### src/lpn_pkg.sv
// ----------------------------------------------------------------------------
// lpn_pkg
// Shared constants, types and helpers of the lexical path normalizer:
// character codes, store geometry, controller states and the command and
// status groups that pass between controller and datapath.
// ----------------------------------------------------------------------------
package lpn_pkg;

  // Store geometry
  localparam int MAX_LEN = 64;
  localparam int ADDR_W  = $clog2(MAX_LEN);
  localparam int CHAR_W  = 8;

  typedef logic [ADDR_W-1:0] pos_t;
  typedef logic [CHAR_W-1:0] char_t;

  // Highest count of stored characters; more are dropped and flagged
  localparam pos_t LAST_CNT = ADDR_W'(MAX_LEN - 1);
  localparam pos_t POS_ZERO = '0;
  localparam pos_t POS_ONE  = ADDR_W'(1);

  // Character codes
  localparam char_t CH_SLASH  = 8'h2F;
  localparam char_t CH_BSLASH = 8'h5C;
  localparam char_t CH_DOT    = 8'h2E;

  // Controller states
  typedef enum logic [2:0] {
    ST_IDLE,
    ST_END,
    ST_WALK_RD,
    ST_WALK_CHK,
    ST_FIX,
    ST_EMIT_RD,
    ST_EMIT_LD
  } lpn_state_t;

  // Commands from controller to datapath
  typedef struct packed {
    logic take;      // accept the input item
    logic end_comp;  // close the current component
    logic walk_rd;   // read the character before the walk pointer
    logic walk_chk;  // check the character read during the walk
    logic fix;       // turn an empty result into a dot
    logic emit_rd;   // read the next result character
    logic emit_ld;   // load the output register
  } lpn_cmd_t;

  // Status from datapath to controller
  typedef struct packed {
    logic in_last;   // input item closes the path
    logic sep_end;   // input item is a separator that closes a component
    logic pop;       // closing component is a dot-dot that pops
    logic walk_done; // walk reached the previous separator or the start
    logic out_free;  // output register can take a new item
    logic emit_last; // next loaded character is the final one
  } lpn_sts_t;

  function automatic logic is_sep(input char_t c);
    return (c == CH_SLASH) || (c == CH_BSLASH);
  endfunction

endpackage

### src/lpn_if.sv
// ----------------------------------------------------------------------------
// lpn_if
// Valid/ready channels of the lexical path normalizer: one for input
// characters and one for result characters.
// ----------------------------------------------------------------------------
interface lpn_in_if;
  logic                 valid;
  logic                 ready;
  lpn_pkg::char_t       in_char;
  logic                 has_char;
  logic                 in_last;

  modport source (output valid, output in_char, output has_char, output in_last,
                  input ready);
  modport sink   (input valid, input in_char, input has_char, input in_last,
                  output ready);
endinterface

interface lpn_out_if;
  logic                 valid;
  logic                 ready;
  lpn_pkg::char_t       out_char;
  logic                 out_last;
  logic                 overflow;

  modport source (output valid, output out_char, output out_last, output overflow,
                  input ready);
  modport sink   (input valid, input out_char, input out_last, input overflow,
                  output ready);
endinterface

### src/lpn_ctrl.sv
// ----------------------------------------------------------------------------
// lpn_ctrl
// Sequencer of the normalizer: takes input items, closes components, runs
// the backward walk of a dot-dot pop and steps the result run.
// ----------------------------------------------------------------------------
module lpn_ctrl (
  input  logic              clk,
  input  logic              rst_n,
  input  logic              in_valid,
  output logic              in_ready,
  input  lpn_pkg::lpn_sts_t sts,
  output lpn_pkg::lpn_cmd_t cmd
);

  lpn_pkg::lpn_state_t state_r, state_nxt;
  logic                last_r, last_nxt;

  // Next state
  always_comb begin
    state_nxt = state_r;
    last_nxt  = last_r;
    case (state_r)
      lpn_pkg::ST_IDLE: begin
        if (in_valid) begin
          last_nxt = sts.in_last;
          if (sts.in_last || sts.sep_end) begin
            state_nxt = lpn_pkg::ST_END;
          end
        end
      end
      lpn_pkg::ST_END: begin
        if (sts.pop) begin
          state_nxt = lpn_pkg::ST_WALK_RD;
        end else if (last_r) begin
          state_nxt = lpn_pkg::ST_FIX;
        end else begin
          state_nxt = lpn_pkg::ST_IDLE;
        end
      end
      lpn_pkg::ST_WALK_RD: begin
        state_nxt = lpn_pkg::ST_WALK_CHK;
      end
      lpn_pkg::ST_WALK_CHK: begin
        if (!sts.walk_done) begin
          state_nxt = lpn_pkg::ST_WALK_RD;
        end else if (last_r) begin
          state_nxt = lpn_pkg::ST_FIX;
        end else begin
          state_nxt = lpn_pkg::ST_IDLE;
        end
      end
      lpn_pkg::ST_FIX: begin
        state_nxt = lpn_pkg::ST_EMIT_RD;
      end
      lpn_pkg::ST_EMIT_RD: begin
        state_nxt = lpn_pkg::ST_EMIT_LD;
      end
      lpn_pkg::ST_EMIT_LD: begin
        if (sts.out_free) begin
          state_nxt = sts.emit_last ? lpn_pkg::ST_IDLE : lpn_pkg::ST_EMIT_RD;
        end
      end
      default: begin
        state_nxt = lpn_pkg::ST_IDLE;
      end
    endcase
  end

  // Outputs
  always_comb begin
    cmd      = '0;
    in_ready = 1'b0;
    case (state_r)
      lpn_pkg::ST_IDLE: begin
        in_ready = rst_n;
        cmd.take = in_valid && rst_n;
      end
      lpn_pkg::ST_END:      cmd.end_comp = 1'b1;
      lpn_pkg::ST_WALK_RD:  cmd.walk_rd  = 1'b1;
      lpn_pkg::ST_WALK_CHK: cmd.walk_chk = 1'b1;
      lpn_pkg::ST_FIX:      cmd.fix      = 1'b1;
      lpn_pkg::ST_EMIT_RD:  cmd.emit_rd  = 1'b1;
      lpn_pkg::ST_EMIT_LD:  cmd.emit_ld  = sts.out_free;
      default: begin
        cmd = '0;
      end
    endcase
  end

  always_ff @(posedge clk) begin
    if (!rst_n) begin
      state_r <= lpn_pkg::ST_IDLE;
      last_r  <= 1'b0;
    end else begin
      state_r <= state_nxt;
      last_r  <= last_nxt;
    end
  end

endmodule

### src/lpn_dpath.sv
// ----------------------------------------------------------------------------
// lpn_dpath
// Datapath of the normalizer: the cleaned-path store, write and walk
// pointers, component tracking and the output register.
// ----------------------------------------------------------------------------
module lpn_dpath (
  input  logic              clk,
  input  logic              rst_n,
  input  lpn_pkg::lpn_cmd_t cmd,
  output lpn_pkg::lpn_sts_t sts,
  input  lpn_pkg::char_t    in_char,
  input  logic              has_char,
  input  logic              in_last,
  input  logic              out_ready,
  output logic              out_valid,
  output lpn_pkg::char_t    out_char,
  output logic              out_last,
  output logic              overflow
);

  // Cleaned path store
  lpn_pkg::char_t clean_mem [lpn_pkg::MAX_LEN];

  // Path state
  lpn_pkg::pos_t  cnt_r,  cnt_nxt;   // characters taken for this path
  logic           abs_r,  abs_nxt;   // path starts at the root
  logic           ovf_r,  ovf_nxt;   // a character was dropped
  lpn_pkg::pos_t  w_r,    w_nxt;     // length of the committed result
  lpn_pkg::pos_t  t_r,    t_nxt;     // write position inside the open component
  lpn_pkg::pos_t  base_r, base_nxt;  // end of the root or the kept dot-dot prefix
  lpn_pkg::pos_t  back_r, back_nxt;  // walk pointer of a pop
  lpn_pkg::pos_t  k_r,    k_nxt;     // result read pointer
  logic [1:0]     clen_r, clen_nxt;  // open component length, saturating
  logic           d0_r,   d0_nxt;    // first component character is a dot
  logic           d1_r,   d1_nxt;    // second component character is a dot

  lpn_pkg::char_t rd_data_r;
  logic           out_valid_r, out_valid_nxt;
  lpn_pkg::char_t out_char_r;
  logic           out_last_r;
  logic           out_ovf_r;

  logic           c_sep, c_store, c_first;
  logic           need_slash;
  lpn_pkg::pos_t  comp_pos;
  logic           is_dot, is_dd, pop, commit;
  logic           walk_done;
  lpn_pkg::pos_t  walk_w;
  logic           out_free, emit_last;

  logic           we, re;
  lpn_pkg::pos_t  wa, ra;
  lpn_pkg::char_t wd;

  // Decode the input character and the open component
  always_comb begin
    c_sep      = lpn_pkg::is_sep(in_char);
    c_store    = has_char && (cnt_r != lpn_pkg::LAST_CNT);
    c_first    = (cnt_r == lpn_pkg::POS_ZERO);
    need_slash = (w_r > {{(lpn_pkg::ADDR_W-1){1'b0}}, abs_r});
    comp_pos   = (clen_r == 2'd0) ? (w_r + lpn_pkg::pos_t'(need_slash)) : t_r;
    is_dot     = (clen_r == 2'd1) && d0_r;
    is_dd      = (clen_r == 2'd2) && d0_r && d1_r;
    pop        = is_dd && (w_r > base_r);
    commit     = (clen_r != 2'd0) && !is_dot && (!is_dd || (!pop && !abs_r));
    walk_done  = (back_r == lpn_pkg::POS_ZERO) || (rd_data_r == lpn_pkg::CH_SLASH);
    walk_w     = (back_r <= lpn_pkg::POS_ONE) ? {{(lpn_pkg::ADDR_W-1){1'b0}}, abs_r}
                                              : (back_r - lpn_pkg::POS_ONE);
    out_free   = !out_valid_r || out_ready;
    emit_last  = (k_r == (w_r - lpn_pkg::POS_ONE));
  end

  always_comb begin
    sts.in_last   = in_last;
    sts.sep_end   = c_store && c_sep && !c_first;
    sts.pop       = pop;
    sts.walk_done = walk_done;
    sts.out_free  = out_free;
    sts.emit_last = emit_last;
  end

  // Store write and read port selection
  always_comb begin
    we = 1'b0;
    wa = w_r;
    wd = lpn_pkg::CH_SLASH;
    re = 1'b0;
    ra = k_r;
    if (cmd.take && c_store) begin
      if (c_first && c_sep) begin
        we = 1'b1;
        wa = lpn_pkg::POS_ZERO;
      end else if (!c_sep) begin
        we = 1'b1;
        wa = comp_pos;
        wd = in_char;
      end
    end
    if (cmd.end_comp && commit && need_slash) begin
      we = 1'b1;
    end
    if (cmd.fix && (w_r == lpn_pkg::POS_ZERO)) begin
      we = 1'b1;
      wa = lpn_pkg::POS_ZERO;
      wd = lpn_pkg::CH_DOT;
    end
    if (cmd.walk_rd) begin
      re = 1'b1;
      ra = back_r - lpn_pkg::POS_ONE;
    end
    if (cmd.emit_rd) begin
      re = 1'b1;
    end
  end

  always_ff @(posedge clk) begin
    if (we) begin
      clean_mem[wa] <= wd;
    end
    if (re) begin
      rd_data_r <= clean_mem[ra];
    end
  end

  // Advance the path state
  always_comb begin
    cnt_nxt       = cnt_r;
    abs_nxt       = abs_r;
    ovf_nxt       = ovf_r;
    w_nxt         = w_r;
    t_nxt         = t_r;
    base_nxt      = base_r;
    back_nxt      = back_r;
    k_nxt         = k_r;
    clen_nxt      = clen_r;
    d0_nxt        = d0_r;
    d1_nxt        = d1_r;
    out_valid_nxt = out_valid_r;

    // Take a character: open the root or extend the open component
    if (cmd.take) begin
      if (has_char && !c_store) begin
        ovf_nxt = 1'b1;
      end
      if (c_store) begin
        cnt_nxt = cnt_r + lpn_pkg::POS_ONE;
        if (c_first && c_sep) begin
          abs_nxt  = 1'b1;
          w_nxt    = lpn_pkg::POS_ONE;
          base_nxt = lpn_pkg::POS_ONE;
        end else if (!c_sep) begin
          t_nxt    = comp_pos + lpn_pkg::POS_ONE;
          clen_nxt = (clen_r == 2'd3) ? 2'd3 : (clen_r + 2'd1);
          if (clen_r == 2'd0) begin
            d0_nxt = (in_char == lpn_pkg::CH_DOT);
          end
          if (clen_r == 2'd1) begin
            d1_nxt = (in_char == lpn_pkg::CH_DOT);
          end
        end
      end
    end

    // Close the component: drop a dot, keep or pop a dot-dot, commit a name
    if (cmd.end_comp) begin
      clen_nxt = 2'd0;
      if (commit) begin
        w_nxt = t_r;
        if (is_dd) begin
          base_nxt = t_r;
        end
      end
      if (pop) begin
        back_nxt = w_r;
      end
    end

    // Walk back to the separator before the popped component
    if (cmd.walk_chk) begin
      if (walk_done) begin
        w_nxt = walk_w;
      end else begin
        back_nxt = back_r - lpn_pkg::POS_ONE;
      end
    end

    if (cmd.fix) begin
      k_nxt = lpn_pkg::POS_ZERO;
      if (w_r == lpn_pkg::POS_ZERO) begin
        w_nxt = lpn_pkg::POS_ONE;
      end
    end

    // Hand a result character to the output and clear after the final one
    if (cmd.emit_ld) begin
      out_valid_nxt = 1'b1;
      k_nxt         = k_r + lpn_pkg::POS_ONE;
      if (emit_last) begin
        cnt_nxt  = lpn_pkg::POS_ZERO;
        abs_nxt  = 1'b0;
        ovf_nxt  = 1'b0;
        w_nxt    = lpn_pkg::POS_ZERO;
        base_nxt = lpn_pkg::POS_ZERO;
        clen_nxt = 2'd0;
      end
    end else if (out_ready) begin
      out_valid_nxt = 1'b0;
    end
  end

  always_ff @(posedge clk) begin
    if (!rst_n) begin
      cnt_r       <= lpn_pkg::POS_ZERO;
      abs_r       <= 1'b0;
      ovf_r       <= 1'b0;
      w_r         <= lpn_pkg::POS_ZERO;
      t_r         <= lpn_pkg::POS_ZERO;
      base_r      <= lpn_pkg::POS_ZERO;
      back_r      <= lpn_pkg::POS_ZERO;
      k_r         <= lpn_pkg::POS_ZERO;
      clen_r      <= 2'd0;
      d0_r        <= 1'b0;
      d1_r        <= 1'b0;
      out_valid_r <= 1'b0;
    end else begin
      cnt_r       <= cnt_nxt;
      abs_r       <= abs_nxt;
      ovf_r       <= ovf_nxt;
      w_r         <= w_nxt;
      t_r         <= t_nxt;
      base_r      <= base_nxt;
      back_r      <= back_nxt;
      k_r         <= k_nxt;
      clen_r      <= clen_nxt;
      d0_r        <= d0_nxt;
      d1_r        <= d1_nxt;
      out_valid_r <= out_valid_nxt;
    end
  end

  // Output payload
  always_ff @(posedge clk) begin
    if (cmd.emit_ld) begin
      out_char_r <= rd_data_r;
      out_last_r <= emit_last;
      out_ovf_r  <= ovf_r;
    end
  end

  assign out_valid = out_valid_r;
  assign out_char  = out_char_r;
  assign out_last  = out_last_r;
  assign overflow  = out_ovf_r;

endmodule

### src/lexical_path_normalizer_core.sv
// ----------------------------------------------------------------------------
// lexical_path_normalizer_core
// Lexical path cleaner: takes a path one character per item and returns the
// cleaned path as a run of characters when the item marked last arrives.
// ----------------------------------------------------------------------------
// Usage:
//   in_ch  carries in_char, has_char and in_last. Items with has_char low
//          store nothing; in_last closes the path.
//   out_ch carries one cleaned character per item, out_last on the final
//          one and overflow on every item of a path that had more than
//          MAX_LEN-1 characters (the excess is dropped).
// Sequence:
//   A name character, a leading or dropped separator or an empty item is
//   taken in the idle state alone; a later separator also passes the close
//   state, where the component closes. A dot-dot that pops then walks back,
//   reading and checking each character of the popped component and then
//   the separator or path start before it. The last item passes take, close
//   and the empty-path check plus any walk, then each result character takes
//   a store read and an output register load while out_ch is ready.
// Reset clears the control state and holds in_ch not ready; the store needs
// no clearing. When the receiver stalls, the output register holds its item
// and the run pauses; once the final character sits in the output register,
// the next path is taken in while that item waits.
// ----------------------------------------------------------------------------
module lexical_path_normalizer_core (
  input  logic      clk,
  input  logic      rst_n,
  lpn_in_if.sink    in_ch,
  lpn_out_if.source out_ch
);

  lpn_pkg::lpn_cmd_t cmd;
  lpn_pkg::lpn_sts_t sts;

  lpn_ctrl u_ctrl (
    .clk      (clk),
    .rst_n    (rst_n),
    .in_valid (in_ch.valid),
    .in_ready (in_ch.ready),
    .sts      (sts),
    .cmd      (cmd)
  );

  lpn_dpath u_dpath (
    .clk       (clk),
    .rst_n     (rst_n),
    .cmd       (cmd),
    .sts       (sts),
    .in_char   (in_ch.in_char),
    .has_char  (in_ch.has_char),
    .in_last   (in_ch.in_last),
    .out_ready (out_ch.ready),
    .out_valid (out_ch.valid),
    .out_char  (out_ch.out_char),
    .out_last  (out_ch.out_last),
    .overflow  (out_ch.overflow)
  );

endmodule

### src/flat_wrapper.sv
// flat-port wrapper written by rule: the top's interface ports become plain ports
module lexical_path_normalizer_core_flat 
  (clk, rst_n, in_ch_valid, in_ch_in_char, in_ch_has_char, in_ch_in_last, in_ch_ready, out_ch_valid, out_ch_out_char, out_ch_out_last, out_ch_overflow, out_ch_ready);
  lpn_in_if in_ch_i ();
  lpn_out_if out_ch_i ();
  input  logic clk;
  input  logic rst_n;
  input wire logic [$bits(in_ch_i.valid)-1:0] in_ch_valid;
  input wire logic [$bits(in_ch_i.in_char)-1:0] in_ch_in_char;
  input wire logic [$bits(in_ch_i.has_char)-1:0] in_ch_has_char;
  input wire logic [$bits(in_ch_i.in_last)-1:0] in_ch_in_last;
  output wire logic [$bits(in_ch_i.ready)-1:0] in_ch_ready;
  output wire logic [$bits(out_ch_i.valid)-1:0] out_ch_valid;
  output wire logic [$bits(out_ch_i.out_char)-1:0] out_ch_out_char;
  output wire logic [$bits(out_ch_i.out_last)-1:0] out_ch_out_last;
  output wire logic [$bits(out_ch_i.overflow)-1:0] out_ch_overflow;
  input wire logic [$bits(out_ch_i.ready)-1:0] out_ch_ready;
  assign in_ch_i.valid = in_ch_valid;
  assign in_ch_i.in_char = in_ch_in_char;
  assign in_ch_i.has_char = in_ch_has_char;
  assign in_ch_i.in_last = in_ch_in_last;
  assign in_ch_ready = in_ch_i.ready;
  assign out_ch_valid = out_ch_i.valid;
  assign out_ch_out_char = out_ch_i.out_char;
  assign out_ch_out_last = out_ch_i.out_last;
  assign out_ch_overflow = out_ch_i.overflow;
  assign out_ch_i.ready = out_ch_ready;
  lexical_path_normalizer_core u_core (.clk(clk), .rst_n(rst_n), .in_ch(in_ch_i), .out_ch(out_ch_i));
endmodule
### config.mk
export PLATFORM = sky130hd
export DESIGN_NAME = lexical_path_normalizer_core_flat
export DESIGN_NICKNAME = d
export VERILOG_FILES = /design/src/lpn_pkg.sv /design/src/lpn_if.sv /design/src/lpn_ctrl.sv /design/src/lpn_dpath.sv /design/src/lexical_path_normalizer_core.sv /design/src/flat_wrapper.sv
export SDC_FILE = /design/constraint.sdc
export NUM_CORES = 1
export LEC_CHECK = 0
export BUFFER_PORTS_ARGS = -buffer_cell sky130_fd_sc_hd__buf_4
export CAP_MARGIN = 20
export CELL_PAD_IN_SITES_DETAIL_PLACEMENT = 0
export CELL_PAD_IN_SITES_GLOBAL_PLACEMENT = 1
export CORE_MARGIN = 4
export CORE_UTILIZATION = 53
export DETAILED_ROUTE_END_ITERATION = 12
export PLACE_DENSITY_LB_ADDON = 0.1
export SKIP_CTS_REPAIR_TIMING = 1
export SLEW_MARGIN = 40
export SYNTH_ARGS = -nofsm -noshare
export SYNTH_HDL_FRONTEND = slang
export SYNTH_SLANG_ARGS = --single-unit
### constraint.sdc
create_clock -name clk -period 5.65 [get_ports clk]
set_clock_uncertainty 0.15 [all_clocks]
set_input_delay 1.4125 -clock clk [delete_from_list [all_inputs] [get_ports clk]]
set_output_delay 1.4125 -clock clk [all_outputs]
set_load 0.005 [all_outputs]
## Word level (Yosys, flattened, before mapping)

Memories as Yosys holds them, arrays and structs flattened. A register that Yosys moved wholly into a read port is not among the register bits.
Index checks and enable logic that the tools add are counted.

- Output and inout bits: 12
- Bits in writable memories: 512
- Word-level logic and storage cells: 174
- Flip-flop bits (word level): 57
- Memories: 1
- ROM bits: 0
- Input bits: 14
- Latch bits: 0

Memories:

| name | depth | bits a word | read ports | clocked after memory_dff | wr ports | RTL line | RTL |
|---|---|---|---|---|---|---|---|
| u_core.u_dpath.clean_mem | 64 | 8 | 1 | 1 | 1 | lpn_dpath.sv:22 | `lpn_pkg::char_t clean_mem [lpn_pkg::MAX_LEN];` |

- Shift-type cells: 0
- Reduce and logical (&&, ||, !) cells: 42
- Eq/ne operators: 18
- Add/sub/neg operators: 7
- Multiplexer cells: 84
- Bitwise logic cells: 2
- $lt $le $gt $ge: 3
- Divide/modulo/power cells: 0
- Multipliers: 0

Operator list:

| kind | number |
|---|---|
| two-way mux 6 bit | 36 |
| two-way mux 8 bit | 4 |
| two-way mux 1 bit | 28 |
| == test 8 x 6 -> 1 bit (second input constant) | 3 |
| two-way mux 3 bit | 7 |
| one-hot mux 3 bit (7 select lines) | 1 |
| adder 6 x 1 -> 6 bit (second input constant) | 3 |
| logical NOT 6 bit | 3 |
| logical AND 1 bit | 17 |
| two-way mux 2 bit | 8 |
| subtractor 6 x 1 -> 6 bit (second input constant) | 2 |
| AND reduction 5 bit | 2 |
| == test 3 bit (second input constant) | 3 |
| == test 8 x 7 -> 1 bit (second input constant) | 1 |
| logical NOT 1 bit | 7 |
| adder 6 x 1 -> 6 bit | 1 |
| == test 3 x 2 -> 1 bit (second input constant) | 2 |
| == test 6 bit | 1 |
| > comparator 6 x 1 -> 1 bit | 1 |
| > comparator 6 bit | 1 |
| <= comparator 6 x 1 -> 1 bit (second input constant) | 1 |
| inequality test 2 bit (second input constant) | 3 |
| inequality test 6 bit (second input constant) | 1 |
| nonzero test 2 bit | 3 |
| 11 further kinds | 17 |

## Longest topological paths before layout

Gate-level depths: netlist of run 1.

- Depth after elaboration: 16
- Gate-level depth with buffers: 12
- Gate-level depth less buffers: 12

## Modules after synthesis

Synthesis of run 1 repeated with hierarchy kept, for this count alone.

- Cells, all modules: 1627
- Area total of the unflattened synthesis: 24757.5 µm²

By module, submodules not included:

| module | seq. area each (µm²) | cells each | instances | area an instance (µm²) |
|---|---|---|---|---|
| lpn_dpath | 16776.1 | 1587 | 1 | 24433.4 |
| lpn_ctrl | 80.1 | 40 | 1 | 324.1 |

## Worst setup path after synthesis of run 1

Ideal clock, no wire load.

- Kind: input to register
- Start point: input port in_ch_in_char[4]
- End point: memory u_core.u_dpath.clean_mem[0][0] (netlist bit), data pin
- Slack: 0.944 ns
- Arrival: 4.055 ns
- Buffers on the path: 2
- Stages: 7
- Cells stage by stage: nor4bb_1 a22oi_1 o211ai_4 buf_4 buf_2 nor2_1 nor2_1

- Word-level cells in the longest chain between the ends: 6

RTL lines:

| what | RTL line | RTL |
|---|---|---|
| from (decl) | flat_wrapper.sv:9 | `input wire logic [$bits(in_ch_i.in_char)-1:0] in_ch_in_char;` |
| == test 8 x 6 -> 1 bit / == test 8 x 7 -> 1 bit (equally long branches) | lpn_pkg.sv:60 | `return (c == CH_SLASH) \|\| (c == CH_BSLASH);` |
| logical OR 1 bit (*) | lpn_pkg.sv:60 |  |
| two-way mux 8 bit / logical AND 1 bit (equally long branches) | lpn_dpath.sv:93, lpn_dpath.sv:90 |  |
| two-way mux 8 bit (*) | lpn_dpath.sv:90 | `if (c_first && c_sep) begin` |
| two-way mux 8 bit (*) | lpn_dpath.sv:89 | `if (cmd.take && c_store) begin` |
| two-way mux 8 bit (*) | lpn_dpath.sv:102 | `if (cmd.fix && (w_r == lpn_pkg::POS_ZERO)) begin` |
| net u_core.u_dpath.wd[0] | lpn_dpath.sv:53 | `lpn_pkg::char_t wd;` |
| to (decl) | lpn_dpath.sv:22 |  |

The timed path passes the listed nets; every way through them passes the cells marked *.

## Final worst setup path of run 1

- Start point: register u_core.u_dpath.w_r[2]
- End point: memory u_core.u_dpath.clean_mem[8][5] (netlist bit), enable pin

- Word-level cells in the longest chain between the ends: 12

RTL lines:

| what | RTL line | RTL |
|---|---|---|
| from (decl) | lpn_dpath.sv:28 | `lpn_pkg::pos_t w_r, w_nxt;` |
| from (signal assigned) | lpn_dpath.sv:216 | `w_r <= lpn_pkg::POS_ZERO;` |
| from (signal assigned) | lpn_dpath.sv:229 | `w_r <= w_nxt;` |
| parallel branches: the longest is 12 deep, another holds > comparator 6 x 1 -> 1 bit | -- |  |

Parallel ways; which one is timed is not known.

==> run_results.csv, run 1 <==
group,metric,value,unit
grt,track_usage,0.2544,
floorplan,fp.dieW,221.2,um
clock_network,tritoncts,"yes",
floorplan,die-area,48910,um2
clock_network,worst_skew_pair.late_latency,0.62,ns
sta,final.hold.worst_slack,0.3132,ns
pwr,worst_ir_drop_on_vdd,0.2811,mV
logic_synthesis,mean_area_per_synthesized_cell,14.44,um2
logic_synthesis,edff_count_synth,530,
grt,global_route.overflow_total,0,
detailed_routing,drt_pass1_iterations,7,
floorplan,start_util,0.5398,
finish,insertedDiodeCount,0,
worst_setup_path,critical_path.n_buffers_inverters,0,
floorplan,placementRows,77,
clock_network,clock_tree.buffer_depth,3,
finish,nNetsFinal,1761,
logic_synthesis,synth-seq-cells,577,
min_path,hold-path-cell-count,2,
detailed_routing,drt_iter0_markers,1768,
detailed_routing,detail_route.wl_per_cell,26.62,um
sta,slew_violations,0,
sta,fin_setup_tns,0,ns
detailed_routing,drc,0,
floorplan,coreArea,44610,um2
logic_synthesis,postSynth.asyncResetShare,0,
worst_setup_path,timing.reg2reg.worst_path_depth,10,
grt,grt_start_max_net_pins,97,
worst_setup_path,max_stage_delay,0.73,ns
finish,synth_to_layout_area_growth,12.94,%
sta,report.final.setup_viol,0,
worst_setup_path,timing.critical_path.cells,"nor4_1 > o211ai_1 > ha_1 > ha_1 > xor2_1 > mux2i_1 > mux2i_1 > a21oi_1 > o211ai_2 > nor2_1",
detailed_routing,vias_per_cell,6.227,
finish,finish.instance_area,27190,um2
pwr,power_per_cell_area,316.8,nW/um2
worst_setup_path,worstPathArrival,4.89,ns
sta,fin_crit_sh,0.8491,
detailed_routing,final_antenna_net_count,0,
sta,hold_violations,0,
sta,worstMarginPinSlew,0.9567,ns
clock_network,worst_setup_hold_path_clk_slew,0.06,ns
worst_setup_path,crit_path_max_delay_cell_type,"sky130_fd_sc_hd__nor2_1",
floorplan,floorplan.die.height,221.2,um
worst_setup_path,critical_path_cell_count,10,
logic_synthesis,synth-main-ff-cell,"sky130_fd_sc_hd__edfxtp_1",
logic_synthesis,synth.net_count,1698,
finish,drive_gt1_frac,0.1473,
placed_design,dpl.hpwl,40.97,mm
clock_network,clock-root-buffer,"sky130_fd_sc_hd__clkbuf_16",
logic_synthesis,netlist_area,24080,um2
worst_setup_path,sort_of_element_at_the_end_of_the_critical_path,"register",
clock_network,cts_buffers,58,
logic_synthesis,synthDistinctLibCells,75,
run,max_cap_viol_count,0,
sta,max_freq,208.4,MHz
run_status,status,"complete, no violations",
min_path,hp-class,"reg -> reg",
logic_synthesis,yosys_warnings,0,
worst_setup_path,timing.critical_path.max_delay_family,"simple AND/OR/NAND/NOR gates",
clock_network,cts_sinks,577,
worst_setup_path,setup_crit_path_kind,"reg -> reg",
placed_design,port_buffers,25,
logic_synthesis,ys_seq_area_frac,0.7000,
worst_setup_path,required_time_at_the_worst_slack_endpoint,5.74,ns
pwr,leakage,9.710,nW
sta,fin_crit,4.798,ns
sta,rsz0062_at_grt,"false",
clock_network,depth_of_the_cts_h_tree,2,
sta,max_slew_margin,0.3603,
grt,first_global_vias,14510,
detailed_routing,via_count,14760,
floorplan,num_ports,26,
worst_setup_path,timing.critical_path.from_type,"register",
worst_setup_path,worstPathMaxFanout,13,
worst_setup_path,setup.reg_to_reg.worst_slack,0.85,ns
logic_synthesis,syn-instance-count,1667,
placed_design,gp_routability_congestion,0.8817,
grt,grt_antenna_before_repair,4,
placed_design,postPlaceCellArea,25260,um2
grt,global_route_wire_length_before_repair,94.33,mm
detailed_routing,route.final.wire_length,63.12,mm
tightest hold or removal path, cell delays in order, from the launching register on:
cell,delay [ns]
sky130_fd_sc_hd__dfxtp_1,0.31
sky130_fd_sc_hd__nand2_1,0.05
sky130_fd_sc_hd__a21oi_1,0.05
cell type report:
class / instances / area, um2
clock inverters: 41 / 394.1
fillers: 3412 / 17410
repair buffers: 89 / 768.2
inverters: 17 / 63.81
clock buffers: 68 / 1541
multi-input cells: 987 / 6830
flip-flops and latches: 577 / 16860
well taps: 592 / 740.7
cell usage after synthesis (all sizes together), types with 11 or more instances:
master  count  area (um2)
nand2     163       611.8
nand3      80       420.4
and3       16       100.1
clkbuf     34       127.6
inv        17       63.81
mux2       51       578.1
o22ai      14       87.58
buf        52       291.5
dfxtp      47       940.9
o21ai      27       138.9
a222oi     38       380.4
nand4      11       81.32
a211oi     20       150.1
xor2       12       105.1
xnor2      13       113.9
a31oi      11       68.82
nor3       19       100.1
a22o       11       96.34
a21oi      69       345.3
mux4       15       337.8
ha         17       212.7
mux2i      99       991.0
nor2      144       545.5
edfxtp    530       15920
a22oi      25       187.7
flip-flops by register name (all words and copies together), names as in the netlist, 2 cells and up:
register,count
u_core.u_dpath.w_r,6
u_core.u_dpath.clen_r,2
u_core.u_dpath.t_r,6
u_core.u_dpath.back_r,6
u_core.u_ctrl.state_r,3
u_core.u_dpath.out_char,8
u_core.u_dpath.base_r,6
u_core.u_dpath.k_r,6
u_core.u_dpath.cnt_r,6
u_core.u_dpath.clean_mem,512
u_core.u_dpath.rd_data_r,8
per-layer routing:
layer	part of all wire	GRT usage	vias to the layer above
met5	0.00065	0	-
met3	0.077	0.04850	132
li1	-	-	6640
met1	0.42	0.3541	7313
met4	0.037	0.08959	6
met2	0.47	0.4073	673
power breakdown:
group	internal [mW]	total [mW]	switching [mW]
combinational	0.0402	0.139	0.0992
clock	2.20	3.84	1.64
sequential	4.63	4.64	0.00788
placed cells by master (no fill, tap or decap), types with 20 or more instances in the layout:
| master | synthesis | routed |
|---|---|---|
| sky130_fd_sc_hd__clkbuf_16 | 0 | 60 |
| sky130_fd_sc_hd__nand3_1 | 76 | 76 |
| sky130_fd_sc_hd__a222oi_1 | 38 | 38 |
| sky130_fd_sc_hd__a22oi_1 | 25 | 25 |
| sky130_fd_sc_hd__mux2_2 | 22 | 21 |
| sky130_fd_sc_hd__mux2i_1 | 99 | 97 |
| sky130_fd_sc_hd__a21oi_1 | 69 | 69 |
| sky130_fd_sc_hd__nand2_1 | 163 | 163 |
| sky130_fd_sc_hd__mux2_1 | 28 | 28 |
| sky130_fd_sc_hd__nor2_1 | 142 | 138 |
| sky130_fd_sc_hd__buf_4 | 12 | 81 |
| sky130_fd_sc_hd__dfxtp_1 | 47 | 47 |
| sky130_fd_sc_hd__o21ai_0 | 20 | 20 |
| sky130_fd_sc_hd__edfxtp_1 | 530 | 530 |
| sky130_fd_sc_hd__a211oi_1 | 20 | 20 |
through the flow:
stage          setup slack [ns]  utilization  power, mW  instances
6_report                 0.8524       0.6097      8.616       2371
5_1_grt                  0.6859       0.6097      8.872       2371
4_1_cts                   1.019       0.6096      8.677       2371
3_5_place_dp             0.7207       0.5662      4.870       2262
3_3_place_gp             0.8370       0.5637      4.864       2257
2_1_floorplan            0.9440            -      4.800       1667
final timing paths:
check	startpoint	end
setup / recovery	u_core.u_dpath.w_r[2]$_SDFF_PN0_	u_core.u_dpath.clean_mem[8][5]$_DFFE_PP_
hold / removal	u_core.u_ctrl.last_r$_SDFFE_PN0P_	u_core.u_ctrl.last_r$_SDFFE_PN0P_
setup reg to reg	u_core.u_dpath.w_r[2]$_SDFF_PN0_	u_core.u_dpath.clean_mem[8][5]$_DFFE_PP_
hold reg to reg	u_core.u_ctrl.last_r$_SDFFE_PN0P_	u_core.u_ctrl.last_r$_SDFFE_PN0P_
cell families after synthesis:
family / synth area share
AOI/OAI and AO/OA: 0.08698
adders and majority gates: 0.008833
xor gates and xnor gates: 0.009093
and+or+nand+nor: 0.09582
DFF: 0.7000
muxes: 0.07919
buffers and inverters: 0.02006
Power figures use the tool's default switching activity.
==> inputs of run 2 (changes only) <==
CORE_UTILIZATION = 48   (was 53)
clock period = 4.3 ns   (was 5.65 ns; I/O delays follow)
==> run_results.csv, run 2 (synthesized netlist as in run 1, its figures left out) <==
group,metric,value,unit
sta,max_freq,262.9,MHz
clock_network,depth_of_the_cts_h_tree,2,
detailed_routing,final_antenna_net_count,0,
detailed_routing,drt_pass1_iterations,6,
floorplan,fp.dieW,232.0,um
floorplan,die-area,53810,um2
detailed_routing,drt_iter0_markers,1300,
finish,max_ffs_per_register,512,
finish,insertedDiodeCount,0,
finish,fill_cells,4038,
run_status,status,"complete, no violations",
clock_network,clock_tree.buffer_depth,3,
sta,report.final.setup_viol,0,
sta,fin_setup_tns,0,ns
sta,final.hold.worst_slack,0.3058,ns
sta,max_slew_margin,0.4768,
pwr,net-switching-power,2.326,mW
detailed_routing,via_count,14970,
clock_network,clock-root-buffer,"sky130_fd_sc_hd__clkbuf_16",
run,max_cap_viol_count,0,
clock_network,worst_setup_hold_path_clk_slew,0.06,ns
sta,worstMarginPinSlew,0.7789,ns
finish,drive_gt1_frac,0.1897,
worst_setup_path,worstPathMaxFanout,22,
finish,synth_to_layout_area_growth,16.71,%
pwr,netSwitchingFraction,0.2037,
clock_network,cts_sinks,577,
pwr,power_per_cell_area,406.3,nW/um2
detailed_routing,route.final.wire_length,65.20,mm
min_path,hp-class,"reg -> reg",
worst_setup_path,worstPathArrival,4.12,ns
worst_setup_path,timing.critical_path.from_type,"register",
finish,layout.cells.most_common_list,"sky130_fd_sc_hd__edfxtp_1 (530), sky130_fd_sc_hd__buf_4 (166), sky130_fd_sc_hd__nand2_1 (163), sky130_fd_sc_hd__nor2_1 (138), sky130_fd_sc_hd__mux2i_1 (97)",
detailed_routing,drc,0,
pwr,power_frac_seq,0.534,
sta,fin_crit,3.804,ns
pwr,share_comb_of_total_power,0.017,
pwr,cell_internal_pwr,9.093,mW
sta,slew_violations,0,
sta,hold_violations,0,
worst_setup_path,setup_crit_path_kind,"reg -> reg",
pwr,clockPowerShare,0.449,
pwr,worst_ir_drop_on_vdd,0.3551,mV
finish,regMostFlops,"u_core.u_dpath.clean_mem",
clock_network,cts_buffers,61,
floorplan,start_util,0.4889,
pwr,totalPowerFinal,11.42,mW
sta,fin_crit_sh,0.8848,
placed_design,port_buffers,25,
finish,nNetsFinal,1857,
clock_network,worst_skew_pair.late_latency,0.64,ns
detailed_routing,vias_per_cell,5.891,
floorplan,coreArea,49250,um2
worst_setup_path,sort_of_element_at_the_end_of_the_critical_path,"register",
sta,timing.final.ws_setup,0.4956,ns
finish,multi_input_comb_area,6819,um2
worst_setup_path,required_time_at_the_worst_slack_endpoint,4.61,ns
floorplan,num_ports,26,
clock_network,tritoncts,"yes",
grt,track_usage,0.2418,
placed_design,preCtsSetupSlack,0.1397,ns
floorplan,placementRows,81,
finish,register_area,16860,um2
sta,rsz0062_at_grt,"false",
floorplan,floorplan.die.height,232.0,um
detailed_routing,detail_route.wl_per_cell,25.66,um
grt,global_route_wire_length_before_repair,96.51,mm
grt,first_global_vias,14730,
finish,final_core_util,0.5706,
placed_design,dpl.hpwl,42.96,mm
grt,grt_start_max_net_pins,65,
grt,global_route.overflow_total,0,
finish,layout.cells.most_common,"sky130_fd_sc_hd__edfxtp_1",
pwr,leakage,10.25,nW
placed_design,gp_routability_congestion,0.8378,
grt,grt_antenna_before_repair,0,
run 2: changes by cell type in the layout (fill, tap and decap cells not counted), moves of 2 or more:
cell,change
sky130_fd_sc_hd__clkinv_2,+5
sky130_fd_sc_hd__buf_12,+5
sky130_fd_sc_hd__clkbuf_1,+2
sky130_fd_sc_hd__buf_4,+85
sky130_fd_sc_hd__clkinvlp_4,-4
sky130_fd_sc_hd__clkinv_1,+2
sky130_fd_sc_hd__clkbuf_16,+2
run 2: metal layers:
| layer | track usage | wire [um] | up-vias |
|---|---|---|---|
| met5 | 0 | 0 | - |
| met4 | 0.06352 | 1699 | 0 |
| met3 | 0.05618 | 4964 | 101 |
| met2 | 0.3893 | 30870 | 512 |
| met1 | 0.3354 | 27670 | 7528 |
| li1 | - | - | 6827 |
run 2: power groups by stage:
| stage | clock network [mW] | logic [mW] | registers, mW |
|---|---|---|---|
| after floorplan | 0 | 0.0947 | 6.21 |
| after global placement | 0 | 0.190 | 6.21 |
| after detailed placement | 0 | 0.197 | 6.21 |
| after CTS | 5.23 | 0.197 | 6.09 |
| after global routing | 5.49 | 0.211 | 6.09 |
| final | 5.13 | 0.196 | 6.10 |
run 2: through the flow:
stage | instance area [um2] | std cells
global route | 28100 | 2541
finish | 28100 | 2541
CTS | 28100 | 2541
detailed placement | 26120 | 2427
floorplan | 24080 | 1667
global placement | 26030 | 2422
run 2: worst paths after layout:
check	cells after the start	slack, ns	end	startpoint
max	11	0.50	u_core.u_dpath.rd_data_r[0]$_DFFE_PP_	u_core.u_dpath.back_r[0]$_SDFF_PN0_
min	0	0.31	u_core.u_dpath.overflow$_DFFE_PP_	u_core.u_dpath.ovf_r$_SDFF_PN0_
max reg2reg	11	0.50	u_core.u_dpath.rd_data_r[0]$_DFFE_PP_	u_core.u_dpath.back_r[0]$_SDFF_PN0_
min reg2reg	0	0.31	u_core.u_dpath.overflow$_DFFE_PP_	u_core.u_dpath.ovf_r$_SDFF_PN0_
run 2: worst max-delay path, cell delays in order, from the launching register on:
cell                       delay (ns)
sky130_fd_sc_hd__dfxtp_1         0.47
sky130_fd_sc_hd__inv_1           0.10
sky130_fd_sc_hd__ha_1            0.30
sky130_fd_sc_hd__xor2_1          0.22
sky130_fd_sc_hd__mux2i_4         0.47
sky130_fd_sc_hd__buf_4           0.29
sky130_fd_sc_hd__nor2_1          0.07
sky130_fd_sc_hd__buf_4           0.24
sky130_fd_sc_hd__a32o_1          0.28
sky130_fd_sc_hd__a221oi_1        0.61
sky130_fd_sc_hd__o221ai_1        0.23
sky130_fd_sc_hd__o211ai_1        0.21
run 2: final cells by class:
class | instances | share of cell area
timing repair buffer | 182 | 0.05552
sequential | 577 | 0.5998
clock buffer | 71 | 0.05641
clock inverter | 43 | 0.01380
inverter | 17 | 0.002271
tap | 664 | 0.02956
multi-input combinational | 987 | 0.2426
==> inputs of run 3 (changes only) <==
GPL_TIMING_DRIVEN = 0   (was not set)
==> run_results.csv, run 3 (synthesized netlist as in run 1, its figures left out) <==
group,metric,value,unit
detailed_routing,final_antenna_net_count,0,
floorplan,num_ports,26,
pwr,net-switching-power,2.281,mW
pwr,power_per_cell_area,406.2,nW/um2
pwr,power_frac_seq,0.542,
detailed_routing,route.final.wire_length,65.41,mm
clock_network,clock-root-buffer,"sky130_fd_sc_hd__clkbuf_16",
placed_design,port_buffers,24,
grt,global_route.overflow_total,0,
grt,first_global_vias,14570,
worst_setup_path,setup.reg_to_reg.worst_slack,0.11,ns
worst_setup_path,worstPathArrival,4.28,ns
worst_setup_path,sort_of_element_at_the_end_of_the_critical_path,"register",
placed_design,gp_routability_congestion,0.9032,
clock_network,worst_setup_hold_path_clk_slew,0.06,ns
finish,nNetsFinal,1793,
sta,hold_violations,0,
sta,slew_violations,0,
floorplan,start_util,0.4889,
sta,rsz0062_at_grt,"true",
clock_network,clock_tree.buffer_depth,3,
worst_setup_path,r2r_start,"u_core.u_dpath.w_r[0]$_SDFF_PN0_",
pwr,cell_internal_pwr,8.972,mW
sta,max_slew_margin,0.4267,
grt,grt_antenna_before_repair,0,
sta,fin_crit_sh,0.9751,
worst_setup_path,crit_path_max_delay_cell_type,"sky130_fd_sc_hd__nor2_2",
pwr,worst_ir_drop_on_vdd,0.3348,mV
clock_network,cts_sinks,577,
sta,report.final.setup_viol,0,
clock_network,cts_buffers,60,
min_path,hp-class,"reg -> reg",
detailed_routing,drt_iter0_markers,1426,
clock_network,worst_skew_pair.late_latency,0.63,ns
detailed_routing,drc,0,
finish,drive_gt1_frac,0.1729,
grt,track_usage,0.2434,
run,max_cap_viol_count,0,
detailed_routing,detail_route.wl_per_cell,26.44,um
floorplan,fp.dieW,232.0,um
clock_network,depth_of_the_cts_h_tree,2,
detailed_routing,drt_pass1_iterations,8,
pwr,netSwitchingFraction,0.2027,
grt,global_route_wire_length_before_repair,96.96,mm
pwr,leakage,9.642,nW
floorplan,placementRows,81,
grt,grt_start_max_net_pins,65,
finish,finish.instance_area,27700,um2
finish,layout.cells.most_common_list,"sky130_fd_sc_hd__edfxtp_1 (530), sky130_fd_sc_hd__nand2_1 (157), sky130_fd_sc_hd__mux2i_1 (96), sky130_fd_sc_hd__nor2_1 (78), sky130_fd_sc_hd__nand3_1 (74)",
run_status,status,"complete, no violations",
placed_design,dpl.hpwl,44.94,mm
worst_setup_path,crit_path_frequent_cell,"sky130_fd_sc_hd__ha_1",
sta,fin_crit,4.193,ns
worst_setup_path,timing.critical_path.from_type,"register",
finish,layout.cells.most_common,"sky130_fd_sc_hd__edfxtp_1",
worst_setup_path,setup_crit_path_kind,"reg -> reg",
worst_setup_path,max_stage_delay,0.64,ns
sta,worstMarginPinSlew,0.8600,ns
clock_network,tritoncts,"yes",
sta,max_freq,238.5,MHz
floorplan,coreArea,49250,um2
min_path,hold_start,"u_core.u_dpath.rd_data_r[4]$_DFFE_PP_",
worst_setup_path,timing.critical_path.cells,"inv_1 > ha_1 > o211ai_1 > ha_1 > ha_1 > nand3_1 > xor2_1 > a21o_1 > mux2_2 > nor2_1 > nand3_2 > nor2_2",
pwr,clockPowerShare,0.441,
placed_design,postPlaceCellArea,25360,um2
detailed_routing,via_count,14860,
floorplan,die-area,53810,um2
pwr,totalPowerFinal,11.25,mW
floorplan,floorplan.die.height,232.0,um
finish,max_ffs_per_register,512,
finish,synth_to_layout_area_growth,15.05,%
detailed_routing,vias_per_cell,6.005,
worst_setup_path,required_time_at_the_worst_slack_endpoint,4.39,ns
finish,regMostFlops,"u_core.u_dpath.clean_mem",
worst_setup_path,timing.critical_path.from,"u_core.u_dpath.w_r[0]$_SDFF_PN0_",
pwr,share_comb_of_total_power,0.017,
worst_setup_path,worstPathMaxFanout,8,
finish,insertedDiodeCount,0,
[run 3: cell count changes in the layout (fill, tap and decap cells not counted), sizes merged]
cell,previous run,this run
clkinv,30,26
bufinv,5,4
buf,182,85
clkinvlp,6,4
inv,19,17
clkbuf,71,110
[run 3: final timing paths]
kind | end | cells after the start
max | u_core.u_dpath.clean_mem[54][1]$_DFFE_PP_ | 12
min | u_core.u_dpath.out_char[4]$_DFFE_PP_ | 0
max reg2reg | u_core.u_dpath.clean_mem[54][1]$_DFFE_PP_ | 12
min reg2reg | u_core.u_dpath.out_char[4]$_DFFE_PP_ | 0
[run 3: final cells by class]
| cell class | count | area [um2] |
|---|---|---|
| plain buffers | 86 | 420.4 |
| inverters | 17 | 63.81 |
| repair buffers | 33 | 390.4 |
| fillers | 4068 | 21550 |
| flip-flops and latches | 577 | 16860 |
| well taps | 664 | 830.8 |
| clock buffers | 76 | 1583 |
| multi-input cells | 987 | 7284 |
| clock inverters | 34 | 274.0 |
[run 3: through the flow]
| stage | hold slack, ns | utilization | setup TNS, ns | instances | setup WS, ns |
|---|---|---|---|---|---|
| finish | 0.3018 | 0.5625 | 0 | 2474 | 0.1071 |
| global route | 0.3216 | 0.5625 | -0.4828 | 2474 | -0.03313 |
| CTS | 0.3056 | 0.5526 | -112.91 | 2473 | -0.5338 |
| detailed placement | 0.2916 | 0.5149 | -133.65 | 2363 | -0.4815 |
| global placement | 0.2882 | 0.5095 | -306.98 | 2355 | -1.047 |
| floorplan | 0.2590 | - | 0 | 1667 | 0.6177 |
[run 3: worst max-delay path, delay by kind of cell, from the launching register on]
family	cells	cell delay, ns
buf+inv	1	0.18
xor+xnor	1	0.16
compound gates	2	0.56
simple gates	4	1.25
fa+ha+maj	3	0.75
flops	1	0.45
mux	1	0.29
[run 3: per-layer routing]
| layer | track usage | part of all wire | up-vias |
|---|---|---|---|
| met4 | 0.07323 | 0.027 | 0 |
| li1 | - | - | 6705 |
| met5 | 0 | 0 | - |
| met2 | 0.3946 | 0.48 | 510 |
| met1 | 0.3431 | 0.43 | 7537 |
| met3 | 0.03876 | 0.065 | 105 |
[run 3: power groups by stage]
stage / registers [mW] / logic (mW) / clock network (mW)
final: 6.10 / 0.193 / 4.96
after global routing: 6.09 / 0.208 / 5.28
after CTS: 6.10 / 0.185 / 5.04
after detailed placement: 6.22 / 0.184 / 0
after global placement: 6.22 / 0.166 / 0
after floorplan: 6.21 / 0.0947 / 0
